File: config.mk
export PLATFORM = sky130hd
export DESIGN_NAME = frame_reorder_buffer
export DESIGN_NICKNAME = d
export VERILOG_FILES = /design/src/sv/frb_pkg.sv /design/src/sv/frb_ram.sv /design/src/sv/frb_pick.sv /design/src/sv/frame_reorder_buffer.sv
export SDC_FILE = /design/constraint.sdc
export NUM_CORES = 1
export LEC_CHECK = 0
export CAP_MARGIN = 5
export CORE_MARGIN = 3
export CORE_UTILIZATION = 46
export DETAILED_ROUTE_END_ITERATION = 6
export DONT_BUFFER_PORTS = 1
export PLACE_DENSITY = 0.58
export SETUP_SLACK_MARGIN = 0.05
export SLEW_MARGIN = 0
export SYNTH_ARGS = -nofsm -noshare
export SYNTH_HDL_FRONTEND = slang
export SYNTH_SLANG_ARGS = --single-unit
File: constraint.sdc
create_clock -name clk -period 15.5 [get_ports clk]
set_input_delay 2.325 -clock clk [delete_from_list [all_inputs] [get_ports clk]]
set_output_delay 2.325 -clock clk [all_outputs]
set_load 0.005 [all_outputs]
File: src/sv/frb_pkg.sv
package frb_pkg;

    localparam int TS_W       = 32;
    localparam int ORD_W      = 32;
    localparam int TAG_PORT_W = 8;
    localparam int HOLD_W     = 5;
    localparam int OCC_W      = 5;
    localparam int SIZE_W     = 16;

    localparam logic [HOLD_W-1:0] HOLD_RESET = 5'd4;

    localparam logic OP_INSERT = 1'b0;
    localparam logic OP_POP    = 1'b1;

    // per-beat control for the candidate tracker
    typedef struct packed {
        logic valid;   // read data is a held entry
        logic first;   // entry 0: load unconditionally
    } pick_ctl_t;

    // a is strictly earlier than b: by timestamp when both have one, else by decode order
    function automatic logic strictly_earlier(
        input logic [TS_W-1:0]  ts_a,
        input logic [ORD_W-1:0] ord_a,
        input logic [TS_W-1:0]  ts_b,
        input logic [ORD_W-1:0] ord_b
    );
        logic both_timed;
        both_timed = !ts_a[TS_W-1] && !ts_b[TS_W-1];
        if (both_timed)
            return ts_a < ts_b;
        return ord_a < ord_b;
    endfunction

endpackage

File: src/sv/frb_ram.sv
module frb_ram #(
    parameter int WIDTH = 72,
    parameter int DEPTH = 16
) (
    input  logic                     clk,
    input  logic                     we,
    input  logic [$clog2(DEPTH)-1:0] waddr,
    input  logic [WIDTH-1:0]         wdata,
    input  logic [$clog2(DEPTH)-1:0] raddr,
    output logic [WIDTH-1:0]         rdata
);

    logic [WIDTH-1:0] mem [DEPTH];
    logic [WIDTH-1:0] rdata_reg;

    always_ff @(posedge clk)
    begin
        if (we)
        begin
            mem[waddr] <= wdata;
        end
        rdata_reg <= mem[raddr];
    end

    assign rdata = rdata_reg;

endmodule

File: src/sv/frb_pick.sv
module frb_pick #(
    parameter int IDX_W = 4,
    parameter int TAG_W = 8
) (
    input  logic                         clk,
    input  frb_pkg::pick_ctl_t           ctl,
    input  logic [IDX_W-1:0]             idx,
    input  logic [frb_pkg::TS_W-1:0]     ts,
    input  logic [frb_pkg::ORD_W-1:0]    ord,
    input  logic [TAG_W-1:0]             tag,
    output logic [IDX_W-1:0]             best_idx,
    output logic [frb_pkg::TS_W-1:0]     best_ts,
    output logic [TAG_W-1:0]             best_tag
);

    logic [IDX_W-1:0]          best_idx_reg;
    logic [frb_pkg::TS_W-1:0]  best_ts_reg;
    logic [frb_pkg::ORD_W-1:0] best_ord_reg;
    logic [TAG_W-1:0]          best_tag_reg;
    logic                      take;

    // later entry replaces the candidate only when strictly earlier
    assign take = ctl.valid &&
                  (ctl.first ||
                   frb_pkg::strictly_earlier(ts, ord, best_ts_reg, best_ord_reg));

    always_ff @(posedge clk)
    begin
        if (take)
        begin
            best_idx_reg <= idx;
            best_ts_reg  <= ts;
            best_ord_reg <= ord;
            best_tag_reg <= tag;
        end
    end

    assign best_idx = best_idx_reg;
    assign best_ts  = best_ts_reg;
    assign best_tag = best_tag_reg;

endmodule

File: src/sv/frame_reorder_buffer.sv
// Channel   | Handshake               | Payload
// ----------+-------------------------+---------------------------------------------
// command   | start, busy             | operation, frame_present, frame_tag,
//           |  (beat: start && !busy) | timestamp, decode_order, width_in,
//           |                         | height_in, flush
// result    | done (one-cycle strobe) | popped, out_tag, out_timestamp, dropped,
//           |                         | occupancy, frame_width, frame_height
// config    | hold_depth_we           | hold_depth_wdata
//
// Insert, ignored insert, dropped insert and a pop that releases nothing:
// result strobe on the cycle after the command beat, busy stays low.
// Releasing pop: strobe after ST_SCAN over all held entries, ST_WAIT, ST_SEEK and
// ST_MOVE over the entries above the candidate slot, a sequence set by the single
// read port of the slot memory, used first for the scan, then for close-up.
// Reset clears control, count, hold depth (to 4) and frame size; slots are
// not cleared, only data read from held slots is ever used.
// The receiver cannot stall: each result is shown for exactly one cycle.
module frame_reorder_buffer #(
    parameter int QUEUE_DEPTH = 16,
    parameter int TAG_BITS    = 8
) (
    input  logic                                clk,
    input  logic                                rst_n,
    input  logic                                start,
    output logic                                busy,
    input  logic                                operation,
    input  logic                                frame_present,
    input  logic [frb_pkg::TAG_PORT_W-1:0]      frame_tag,
    input  logic signed [frb_pkg::TS_W-1:0]     timestamp,
    input  logic [frb_pkg::ORD_W-1:0]           decode_order,
    input  logic [frb_pkg::SIZE_W-1:0]          width_in,
    input  logic [frb_pkg::SIZE_W-1:0]          height_in,
    input  logic                                flush,
    input  logic                                hold_depth_we,
    input  logic [frb_pkg::HOLD_W-1:0]          hold_depth_wdata,
    output logic                                done,
    output logic                                popped,
    output logic [frb_pkg::TAG_PORT_W-1:0]      out_tag,
    output logic signed [frb_pkg::TS_W-1:0]     out_timestamp,
    output logic                                dropped,
    output logic [frb_pkg::OCC_W-1:0]           occupancy,
    output logic [frb_pkg::SIZE_W-1:0]          frame_width,
    output logic [frb_pkg::SIZE_W-1:0]          frame_height
);

    localparam int IDX_W   = $clog2(QUEUE_DEPTH);
    localparam int CNT_W   = $clog2(QUEUE_DEPTH + 1);
    localparam int STORE_W = (TAG_BITS < frb_pkg::TAG_PORT_W) ? TAG_BITS : frb_pkg::TAG_PORT_W;
    localparam int ENTRY_W = frb_pkg::TS_W + frb_pkg::ORD_W + STORE_W;
    localparam int CMP_W   = (CNT_W > frb_pkg::HOLD_W) ? CNT_W : frb_pkg::HOLD_W;
    localparam int WIDE_W  = (CMP_W > frb_pkg::OCC_W) ? CMP_W : frb_pkg::OCC_W;

    localparam logic [CNT_W-1:0] FULL_COUNT = CNT_W'(QUEUE_DEPTH);

    // sequencer states
    localparam logic [2:0] ST_IDLE = 3'd0;
    localparam logic [2:0] ST_SCAN = 3'd1;   // issue slot reads in arrival order
    localparam logic [2:0] ST_WAIT = 3'd2;   // last read data reaches the tracker
    localparam logic [2:0] ST_SEEK = 3'd3;   // start close-up at the winner
    localparam logic [2:0] ST_MOVE = 3'd4;   // read slot i+1, write it to slot i

    logic [2:0]                   state_reg, state_next;
    logic [CNT_W-1:0]             count_reg, count_next;
    logic [CNT_W-1:0]             n_reg, n_next;
    logic [CNT_W-1:0]             scan_k_reg, scan_k_next;
    logic [CNT_W-1:0]             mv_idx_reg, mv_idx_next;
    logic                         rd_pend_reg, rd_pend_next;
    logic [CNT_W-1:0]             rd_idx_reg, rd_idx_next;
    logic                         wr_pend_reg, wr_pend_next;
    logic [IDX_W-1:0]             wr_addr_reg, wr_addr_next;
    logic [frb_pkg::HOLD_W-1:0]   hold_reg, hold_next;
    logic [frb_pkg::SIZE_W-1:0]   lw_reg, lw_next;
    logic [frb_pkg::SIZE_W-1:0]   lh_reg, lh_next;
    logic                         done_reg, done_next;
    logic                         popped_reg, popped_next;
    logic [frb_pkg::TAG_PORT_W-1:0] tag_reg, tag_next;
    logic [frb_pkg::TS_W-1:0]     ts_reg, ts_next;
    logic                         dropped_reg, dropped_next;

    logic                         ram_we;
    logic [IDX_W-1:0]             ram_waddr;
    logic [ENTRY_W-1:0]           ram_wdata;
    logic [IDX_W-1:0]             ram_raddr;
    logic [ENTRY_W-1:0]           ram_rdata;

    frb_pkg::pick_ctl_t           pick_ctl;
    logic [IDX_W-1:0]             best_idx;
    logic [frb_pkg::TS_W-1:0]     best_ts;
    logic [STORE_W-1:0]           best_tag;

    logic [CNT_W-1:0]             mv_plus;
    logic                         can_release;
    logic [WIDE_W-1:0]            count_wide;

    // slot memory, entry = {timestamp, decode order, tag}
    frb_ram #(
        .WIDTH (ENTRY_W),
        .DEPTH (QUEUE_DEPTH)
    ) u_slots (
        .clk   (clk),
        .we    (ram_we),
        .waddr (ram_waddr),
        .wdata (ram_wdata),
        .raddr (ram_raddr),
        .rdata (ram_rdata)
    );

    assign pick_ctl.valid = rd_pend_reg;
    assign pick_ctl.first = (rd_idx_reg == '0);

    frb_pick #(
        .IDX_W (IDX_W),
        .TAG_W (STORE_W)
    ) u_pick (
        .clk      (clk),
        .ctl      (pick_ctl),
        .idx      (rd_idx_reg[IDX_W-1:0]),
        .ts       (ram_rdata[ENTRY_W-1 -: frb_pkg::TS_W]),
        .ord      (ram_rdata[STORE_W +: frb_pkg::ORD_W]),
        .tag      (ram_rdata[STORE_W-1:0]),
        .best_idx (best_idx),
        .best_ts  (best_ts),
        .best_tag (best_tag)
    );

    assign mv_plus     = mv_idx_reg + 1'b1;
    assign can_release = (count_reg != '0) &&
                         (flush || (CMP_W'(count_reg) >= CMP_W'(hold_reg)));

    always_comb
    begin
        state_next   = state_reg;
        count_next   = count_reg;
        n_next       = n_reg;
        scan_k_next  = scan_k_reg;
        mv_idx_next  = mv_idx_reg;
        rd_pend_next = 1'b0;
        rd_idx_next  = rd_idx_reg;
        wr_pend_next = 1'b0;
        wr_addr_next = wr_addr_reg;
        hold_next    = hold_reg;
        lw_next      = lw_reg;
        lh_next      = lh_reg;
        done_next    = 1'b0;
        popped_next  = popped_reg;
        tag_next     = tag_reg;
        ts_next      = ts_reg;
        dropped_next = dropped_reg;

        // close-up write lands in the cycle after its read
        ram_we    = wr_pend_reg;
        ram_waddr = wr_addr_reg;
        ram_wdata = ram_rdata;
        ram_raddr = scan_k_reg[IDX_W-1:0];

        if (hold_depth_we)
        begin
            hold_next = hold_depth_wdata;
        end

        unique case (state_reg)
            ST_IDLE:
            begin
                if (start)
                begin
                    popped_next  = 1'b0;
                    tag_next     = '0;
                    ts_next      = '0;
                    dropped_next = 1'b0;
                    if (operation == frb_pkg::OP_INSERT)
                    begin
                        done_next = 1'b1;
                        if (frame_present)
                        begin
                            if (count_reg == FULL_COUNT)
                            begin
                                dropped_next = 1'b1;
                            end
                            else
                            begin
                                ram_we     = 1'b1;
                                ram_waddr  = count_reg[IDX_W-1:0];
                                ram_wdata  = {timestamp, decode_order, frame_tag[STORE_W-1:0]};
                                count_next = count_reg + 1'b1;
                                lw_next    = width_in;
                                lh_next    = height_in;
                            end
                        end
                    end
                    else if (can_release)
                    begin
                        n_next      = count_reg;
                        scan_k_next = '0;
                        state_next  = ST_SCAN;
                    end
                    else
                    begin
                        done_next = 1'b1;
                    end
                end
            end
            ST_SCAN:
            begin
                ram_raddr    = scan_k_reg[IDX_W-1:0];
                rd_pend_next = 1'b1;
                rd_idx_next  = scan_k_reg;
                scan_k_next  = scan_k_reg + 1'b1;
                if (scan_k_reg == n_reg - 1'b1)
                begin
                    state_next = ST_WAIT;
                end
            end
            ST_WAIT:
            begin
                state_next = ST_SEEK;
            end
            ST_SEEK:
            begin
                mv_idx_next = CNT_W'(best_idx);
                state_next  = ST_MOVE;
            end
            ST_MOVE:
            begin
                if (mv_plus < n_reg)
                begin
                    ram_raddr    = mv_plus[IDX_W-1:0];
                    wr_pend_next = 1'b1;
                    wr_addr_next = mv_idx_reg[IDX_W-1:0];
                    mv_idx_next  = mv_plus;
                end
                else
                begin
                    done_next   = 1'b1;
                    popped_next = 1'b1;
                    tag_next    = frb_pkg::TAG_PORT_W'(best_tag);
                    ts_next     = best_ts;
                    count_next  = count_reg - 1'b1;
                    state_next  = ST_IDLE;
                end
            end
            default:
            begin
                state_next = ST_IDLE;
            end
        endcase
    end

    always_ff @(posedge clk or negedge rst_n)
    begin
        if (!rst_n)
        begin
            state_reg   <= ST_IDLE;
            count_reg   <= '0;
            rd_pend_reg <= 1'b0;
            wr_pend_reg <= 1'b0;
            hold_reg    <= frb_pkg::HOLD_RESET;
            lw_reg      <= '0;
            lh_reg      <= '0;
            done_reg    <= 1'b0;
        end
        else
        begin
            state_reg   <= state_next;
            count_reg   <= count_next;
            rd_pend_reg <= rd_pend_next;
            wr_pend_reg <= wr_pend_next;
            hold_reg    <= hold_next;
            lw_reg      <= lw_next;
            lh_reg      <= lh_next;
            done_reg    <= done_next;
        end
    end

    // payload and loop registers
    always_ff @(posedge clk)
    begin
        n_reg       <= n_next;
        scan_k_reg  <= scan_k_next;
        mv_idx_reg  <= mv_idx_next;
        rd_idx_reg  <= rd_idx_next;
        wr_addr_reg <= wr_addr_next;
        popped_reg  <= popped_next;
        tag_reg     <= tag_next;
        ts_reg      <= ts_next;
        dropped_reg <= dropped_next;
    end

    assign count_wide    = WIDE_W'(count_reg);
    assign busy          = (state_reg != ST_IDLE);
    assign done          = done_reg;
    assign popped        = popped_reg;
    assign out_tag       = tag_reg;
    assign out_timestamp = ts_reg;
    assign dropped       = dropped_reg;
    assign occupancy     = count_wide[frb_pkg::OCC_W-1:0];
    assign frame_width   = lw_reg;
    assign frame_height  = lh_reg;

    a_count_bound: assert property (@(posedge clk) disable iff (!rst_n)
        count_reg <= FULL_COUNT)
        else $error("held count above queue depth");

    a_done_idle: assert property (@(posedge clk) disable iff (!rst_n)
        done_reg |-> (state_reg == ST_IDLE))
        else $error("result strobe while sequencer busy");

    a_pop_count: assert property (@(posedge clk) disable iff (!rst_n)
        (done_reg && popped_reg) |-> (count_reg == $past(count_reg) - 1'b1))
        else $error("released beat did not remove one entry");

    a_scan_range: assert property (@(posedge clk) disable iff (!rst_n)
        (state_reg == ST_SCAN) |-> (scan_k_reg < n_reg))
        else $error("scan read beyond held entries");

    a_move_write: assert property (@(posedge clk) disable iff (!rst_n)
        wr_pend_reg |-> ((CNT_W'(wr_addr_reg) + 1'b1 < n_reg) && (state_reg == ST_MOVE)))
        else $error("close-up write outside held range");

endmodule
== After elaboration in Yosys (flattened, before gate mapping) ==
Memories as Yosys holds them, arrays and structs flattened. A register that Yosys moved wholly into a read port is not among the register bits.
Cells that the tools add are included.
Widths: inputs -> output; s select.

* Input port bits: 116
* Register bits: 190
* Logic and storage cells: 131
* Memory bits (writable): 1152
* Memories: 1

* Equality and inequality tests: 15
* Add/sub/neg operators: 5
* $lt $le $gt $ge: 4
* Bitwise logic cells: 3
* Reduce and logical (&&, ||, !) cells: 24
* Multiplexer cells: 58

{| class="wikitable"
|+ Memory list
! memory !! words !! bits a word !! read ports !! clocked after Yosys merged registers in !! write ports !! RTL line !! text
|-
| u_slots.mem || 16 || 72 || 1 || 1 || 1 || frb_ram.sv:13 || <nowiki>logic [WIDTH-1:0] mem [DEPTH];</nowiki>
|}

{| class="wikitable"
|+ Operators by type and width
! kind !! number
|-
| $mux 72 || 5
|-
| $lt 32x32->1 || 2
|-
| $mux 32 || 2
|-
| $pmux 32 s2 || 1
|-
| $mux 5 || 9
|-
| $pmux 5 s2 || 3
|-
| $mux 4 || 7
|-
| $mux 1 || 20
|-
| $ne 2x2->1 const B || 9
|-
| $mux 8 || 2
|-
| $pmux 8 s2 || 1
|-
| $add 5x1->5 const B || 3
|-
| $mux 3 || 5
|-
| $pmux 3 s5 || 1
|-
| $reduce_and 5->1 || 2
|-
| $sub 5x1->5 const B || 2
|-
| $reduce_and 4->1 || 2
|-
| $eq 3x2->1 const B || 2
|-
| $reduce_and 2->1 || 3
|-
| $reduce_and 6->1 || 1
|-
| $reduce_bool 2->1 || 3
|-
| $eq 5x5->1 || 1
|-
| $eq 5x5->1 const B || 1
|-
| $ge 5x5->1 || 1
|-
| other kinds (14) || 21
|}

== Logic depth before layout (Yosys ltp) ==
* Word-level depth: 8
* Gate-level depth with buffers: 16
* Mapped depth without buffers: 12

== Hierarchy ==
A second synthesis with hierarchy kept.

* Cell total of the unflattened synthesis: 2806
* Area total of the unflattened synthesis: 54279.6 um^2

{| class="wikitable"
|+ Modules (own cells, without submodules)
! module !! seq. area each (um^2) !! area each (um^2) !! cells an instance !! instances
|-
| frb_ram || 36034.6 || 44551.5 || 1850 || 1
|-
| frame_reorder_buffer || 3184.3 || 5856.9 || 651 || 1
|-
| frb_pick || 2282.2 || 3871.2 || 305 || 1
|}

== Worst setup path before layout ==
OpenSTA, ideal clock, no wires.

* Kind: in2reg
* Start: input port operation
* End: memory u_slots.mem[12][0], enable pin
* Path slack: 8.332 ns
* Stages: 8
* Arrival: 6.665 ns
* Cell sequence: nand2b_1 > a21oi_1 > and2_1 > clkbuf_1 > clkbuf_1 > clkbuf_1 > a21oi_1 > nor2_1

* Cells in the longest elaborated chain, start to end: 5
* Elaborated cells between the ends (all ways): 8
* Classes of those cells: mux: 8

{| class="wikitable"
|+ RTL lines
! item !! RTL line !! text
|-
| from (decl) || frame_reorder_buffer.sv:26 || <nowiki>input logic operation,</nowiki>
|-
| $mux 1 || frame_reorder_buffer.sv:170 || <nowiki>if (operation == frb_pkg::OP_INSERT)</nowiki>
|-
| $mux 1 || frame_reorder_buffer.sv:164 || <nowiki>if (start)</nowiki>
|-
| $mux 1 || frame_reorder_buffer.sv:161 || <nowiki>unique case (state_reg)</nowiki>
|-
| $mux 1 || frb_ram.sv:18 || <nowiki>if (we)</nowiki>
|-
| $mux 1 (implied by the code) || frb_ram.sv:20 || <nowiki>mem[waddr] <= wdata;</nowiki>
|-
| to (decl) || frb_ram.sv:13 ||
|}

Several ways; a longest one is shown, not always the timed one.

== Final worst setup path ==
* Start: register mv_idx_reg[0]
* End: register u_slots.rdata_reg[49], in the netlist u_slots.rdata[49], read port of u_slots.mem

* Cells in the longest elaborated chain, start to end: 4

{| class="wikitable"
|+ RTL lines
! item !! RTL line !! text
|-
| from (decl) || frame_reorder_buffer.sv:66 || <nowiki>logic [CNT_W-1:0] mv_idx_reg, mv_idx_next;</nowiki>
|-
| from (signal assigned) || frame_reorder_buffer.sv:279 || <nowiki>mv_idx_reg <= mv_idx_next;</nowiki>
|-
| $add 5x1->5 (*) || frame_reorder_buffer.sv:126 || <nowiki>assign mv_plus = mv_idx_reg + 1'b1;</nowiki>
|-
| $lt 5x5->1 || frame_reorder_buffer.sv:224 || <nowiki>if (mv_plus < n_reg)</nowiki>
|-
| $mux 4 (*) || frame_reorder_buffer.sv:224 ||
|-
| $mux 4 (*) || frame_reorder_buffer.sv:161 ||
|-
| to (decl) || frb_ram.sv:14 || <nowiki>logic [WIDTH-1:0] rdata_reg;</nowiki>
|}

Mark *: on every way between the ends. The rest lies on a longest branch, timed or not.
A chain may end at the register's enable or synchronous reset.

==> results by group <==
Routing
  – Vias: 28100
  – Final WL: ~140 mm
  – Vias per inst: 5.85
  – DR iter-0 viols: about 2800
  – Antenna-violating nets left: 0
  – Wire per inst: 28.5 um
  – DRC: 0
  – Detailed Routing Iterations Pass 1: 5

Cells and area
  – Max reg flops: around 1200
  – Most common cell after layout, fill and taps aside: edfxtp_1
  – Most frequent cells in the layout: edfxtp_1 (1294), mux2i_1 (579), o22ai_1 (288)
  – Multi-input logic area: roughly 0.012 mm^2
  – Flip-flop and latch area: 0.0415 mm^2
  – Util after Layout: 52.4%
  – Share of layout cells above drive strength 1: about an eighth
  – Total of fill cells in the finished design: 9231
  – Layout Area Growth over Synthesis: 12.1%
  – # nets final: 3331

Yosys
  – YS warnings: 0
  – Mapped Area: 0.0547 mm^2
  – Syn Inst Count: 3072
  – Netlist cell types: 63
  – Register bit total from synthesis: 1414
  – Syn avg cell area: 17.8 um^2
  – Register area share after synthesis: 75.9%
  – EDFF count, synth: approximately 1300
  – Top_reg_cell synth: edfxtp_1
  – Share of synthesized registers carrying an async set or reset: between 3 and 4%
  – Net Count, Synth: roughly 3300

Die
  – Initial Util: a little under half
  – Core region area: 0.117 mm^2
  – Die Span Y: around 350 um
  – Std cell rows: 125
  – Die width: between 300 and 400 um
  – Top Ports: 197
  – Die Area: approximately 0.12 mm^2

STA
  – Crit share post-route: 45.8%
  – Final slew viol count: 0
  – Fin. Hold Viols: 0
  – Setup Skew: between 0.03 and 0.04 ns
  – Max-Slew Margin vs Limit: 20.0%
  – Fmax: 0.141 GHz
  – Worst-Margin Slew: 1.20 ns
  – RSZ-0062 raised after global routing: no
  – Minimum clock period: 7.11 ns
  – Final setup TNS: 0 ns
  – Final setup fails: 0

Setup path
  – Type of the worst setup path: reg2reg
  – CP startpoint kind: register
  – Worst r2r path cells: 15
  – Critical Path Sink Type: register
  – CP Launch Point: mv_idx_reg[0]
  – Crit path required time: 16.10 ns
  – RR Startpoint: mv_idx_reg[0]
  – Critical path arrival: between 7 and 8 ns
  – Worst R2R End: u_slots.rdata[49]
  – CP max FO: 132
  – R2R setup slack: 8.39 ns

Power and ir drop
  – Pwr per Cell Area: about 200 mW/mm^2
  – Leak Pwr: around 22 nW
  – Worst VDD drop: 0.000192 V

Clocking
  – Root Driver: clkbuf_16
  – CTS tree: done
  – Post-CTS setup buffer count: 0
  – Clock Latency Late Sink: 0.75 ns
  – Reg clk slew, reported paths: roughly 0.060 ns
  – Post_cts resized: 0
  – Num CTS Buffers: 148
  – CTS Buffer Depth: 3
  – CTS Sinks: 1414
  – Post-CTS Hold Fix Bufs: 0
  – H-tree Lvls: 4

Status
  – Status: finished clean

Global routing
  – Global route total overflow: 0
  – Overall Global Routing Usage: 22.2%
  – Initial antenna violation count: 34
  – Largest net degree at the start of global routing: 145
  – Grt met2 use: about 37%
  – Vias in the first global route: roughly 29000
  – Grt peak-use layer: met2
  – Global-route wire length before repair: 197 mm
  – Grt met3 use: 4.10%
  – GR Layer Usage met1: 30.0%

Flow run
  – Max Cap Violations: 0

Hold path
  – Hold Path Sink: u_pick.best_tag[3]
  – Worst hold path class: reg2reg
  – Hold Path Depth: 0
  – Min-Delay Startpoint: u_slots.rdata[3]

Place
  – Hpwl dp: slightly above 70 mm
  – Port-buffer cells: 0
  – GPL Wtd Cong: 0.824
==> stage by stage <==
stage               area [um^2]  worst slack (ns)  hold WS, ns  cells  total power (W)
floorplan                 54700              8.33        0.404   3072          0.00770
global placement          56500              8.57        0.418   4510          0.00866
detailed placement        56500              8.28        0.421   4510          0.00875
CTS                       61200              8.27        0.436   4784           0.0122
global route              61200              7.85        0.454   4789           0.0127
finish                    61300              8.39        0.432   4798           0.0121
==> worst max-delay path, cell delays in order (launching register included) <==
cell and delay, ns:
edfxtp_1 0.45, ha_1 0.26, xnor2_1 0.62, inv_1 0.19, ha_1 0.35, a21oi_1 0.12, o21ai_0 0.13, o41a_1 0.52
inv_4 0.33, mux2i_4 0.31, buf_12 0.52, buf_4 0.95, buf_4 0.98, mux2i_1 0.28, o22ai_1 0.10, or4_1 0.58
==> logic make-up (layout without fill, tap and decap cells) <==
family / after synthesis / in the layout / share of synthesized area [%]
DFF: 1414 / 1414 / 75.9
buffers and inverters: 234 / 422 / 2.08
xor gates and xnor gates: 17 / 17 / 0.272
AOI/OAI and AO/OA: 392 / 392 / 4.57
muxes: 684 / 684 / 12.8
and+or+nand+nor: 252 / 252 / 2.58
adders and majority gates: 79 / 79 / 1.82
other: 0 / 14 / 0
==> layer usage <==
layer  up-vias  share of wire [%]
li1      12400                  -
met1     14400                 42
met2       979                 49
met3       251                6.3
met4        18                2.6
met5         -              0.094
==> worst max path at each step <==
stage                                    end  slack [ns]  cells past startpoint
after floorplan           u_slots.mem[12][0]        8.33                      8
after global placement     u_slots.rdata[49]        8.57                     15
after detailed placement   u_slots.rdata[60]        8.28                     15
after CTS                  u_slots.rdata[60]        8.27                     15
after global routing       u_slots.rdata[49]        7.85                     15
final                      u_slots.rdata[49]        8.39                     15
==> cell type report <==
type | count | area share [%]
Sequential cell | 1414 | 67.8
Multi-Input combinational cell | 1424 | 20.0
Clock buffer | 203 | 6.85
Tap cell | 1524 | 3.11
Clock inverter | 71 | 0.901
Timing Repair Buffer | 62 | 0.801
Inverter | 86 | 0.531
Antenna cell | 14 | 0.0572
==> synthesized netlist by cell type, types with 9 or more instances <==
| library cell | n | area, um^2 |
|---|---|---|
| a21oi_1 | 28 | 140 |
| or4_1 | 73 | 548 |
| buf_2 | 38 | 190 |
| ha_1 | 78 | 976 |
| o22ai_1 | 288 | 1800 |
| mux2_2 | 104 | 1170 |
| buf_6 | 18 | 203 |
| nand2_1 | 34 | 128 |
| inv_1 | 84 | 315 |
| nor2_1 | 77 | 289 |
| mux2i_1 | 580 | 5810 |
| o21ai_0 | 25 | 125 |
| a31oi_1 | 9 | 56.3 |
| nor3_1 | 13 | 65.1 |
| dfrtp_1 | 47 | 1180 |
| edfxtp_1 | 1294 | 38900 |
| a21o_1 | 12 | 90.1 |
| clkbuf_1 | 75 | 282 |
| dfxtp_1 | 72 | 1440 |
| buf_4 | 15 | 113 |
| and2_1 | 12 | 75.1 |
| xnor2_1 | 9 | 78.8 |
==> where the power goes <==
part	internal, W	switching [W]	leakage (nW)
Sequential	0.00510	0.000270	13.0
Clock	0.00199	0.00144	2.33
Combinational	0.00120	0.00211	6.93
No activity file was read; power rests on OpenSTA's default activity.
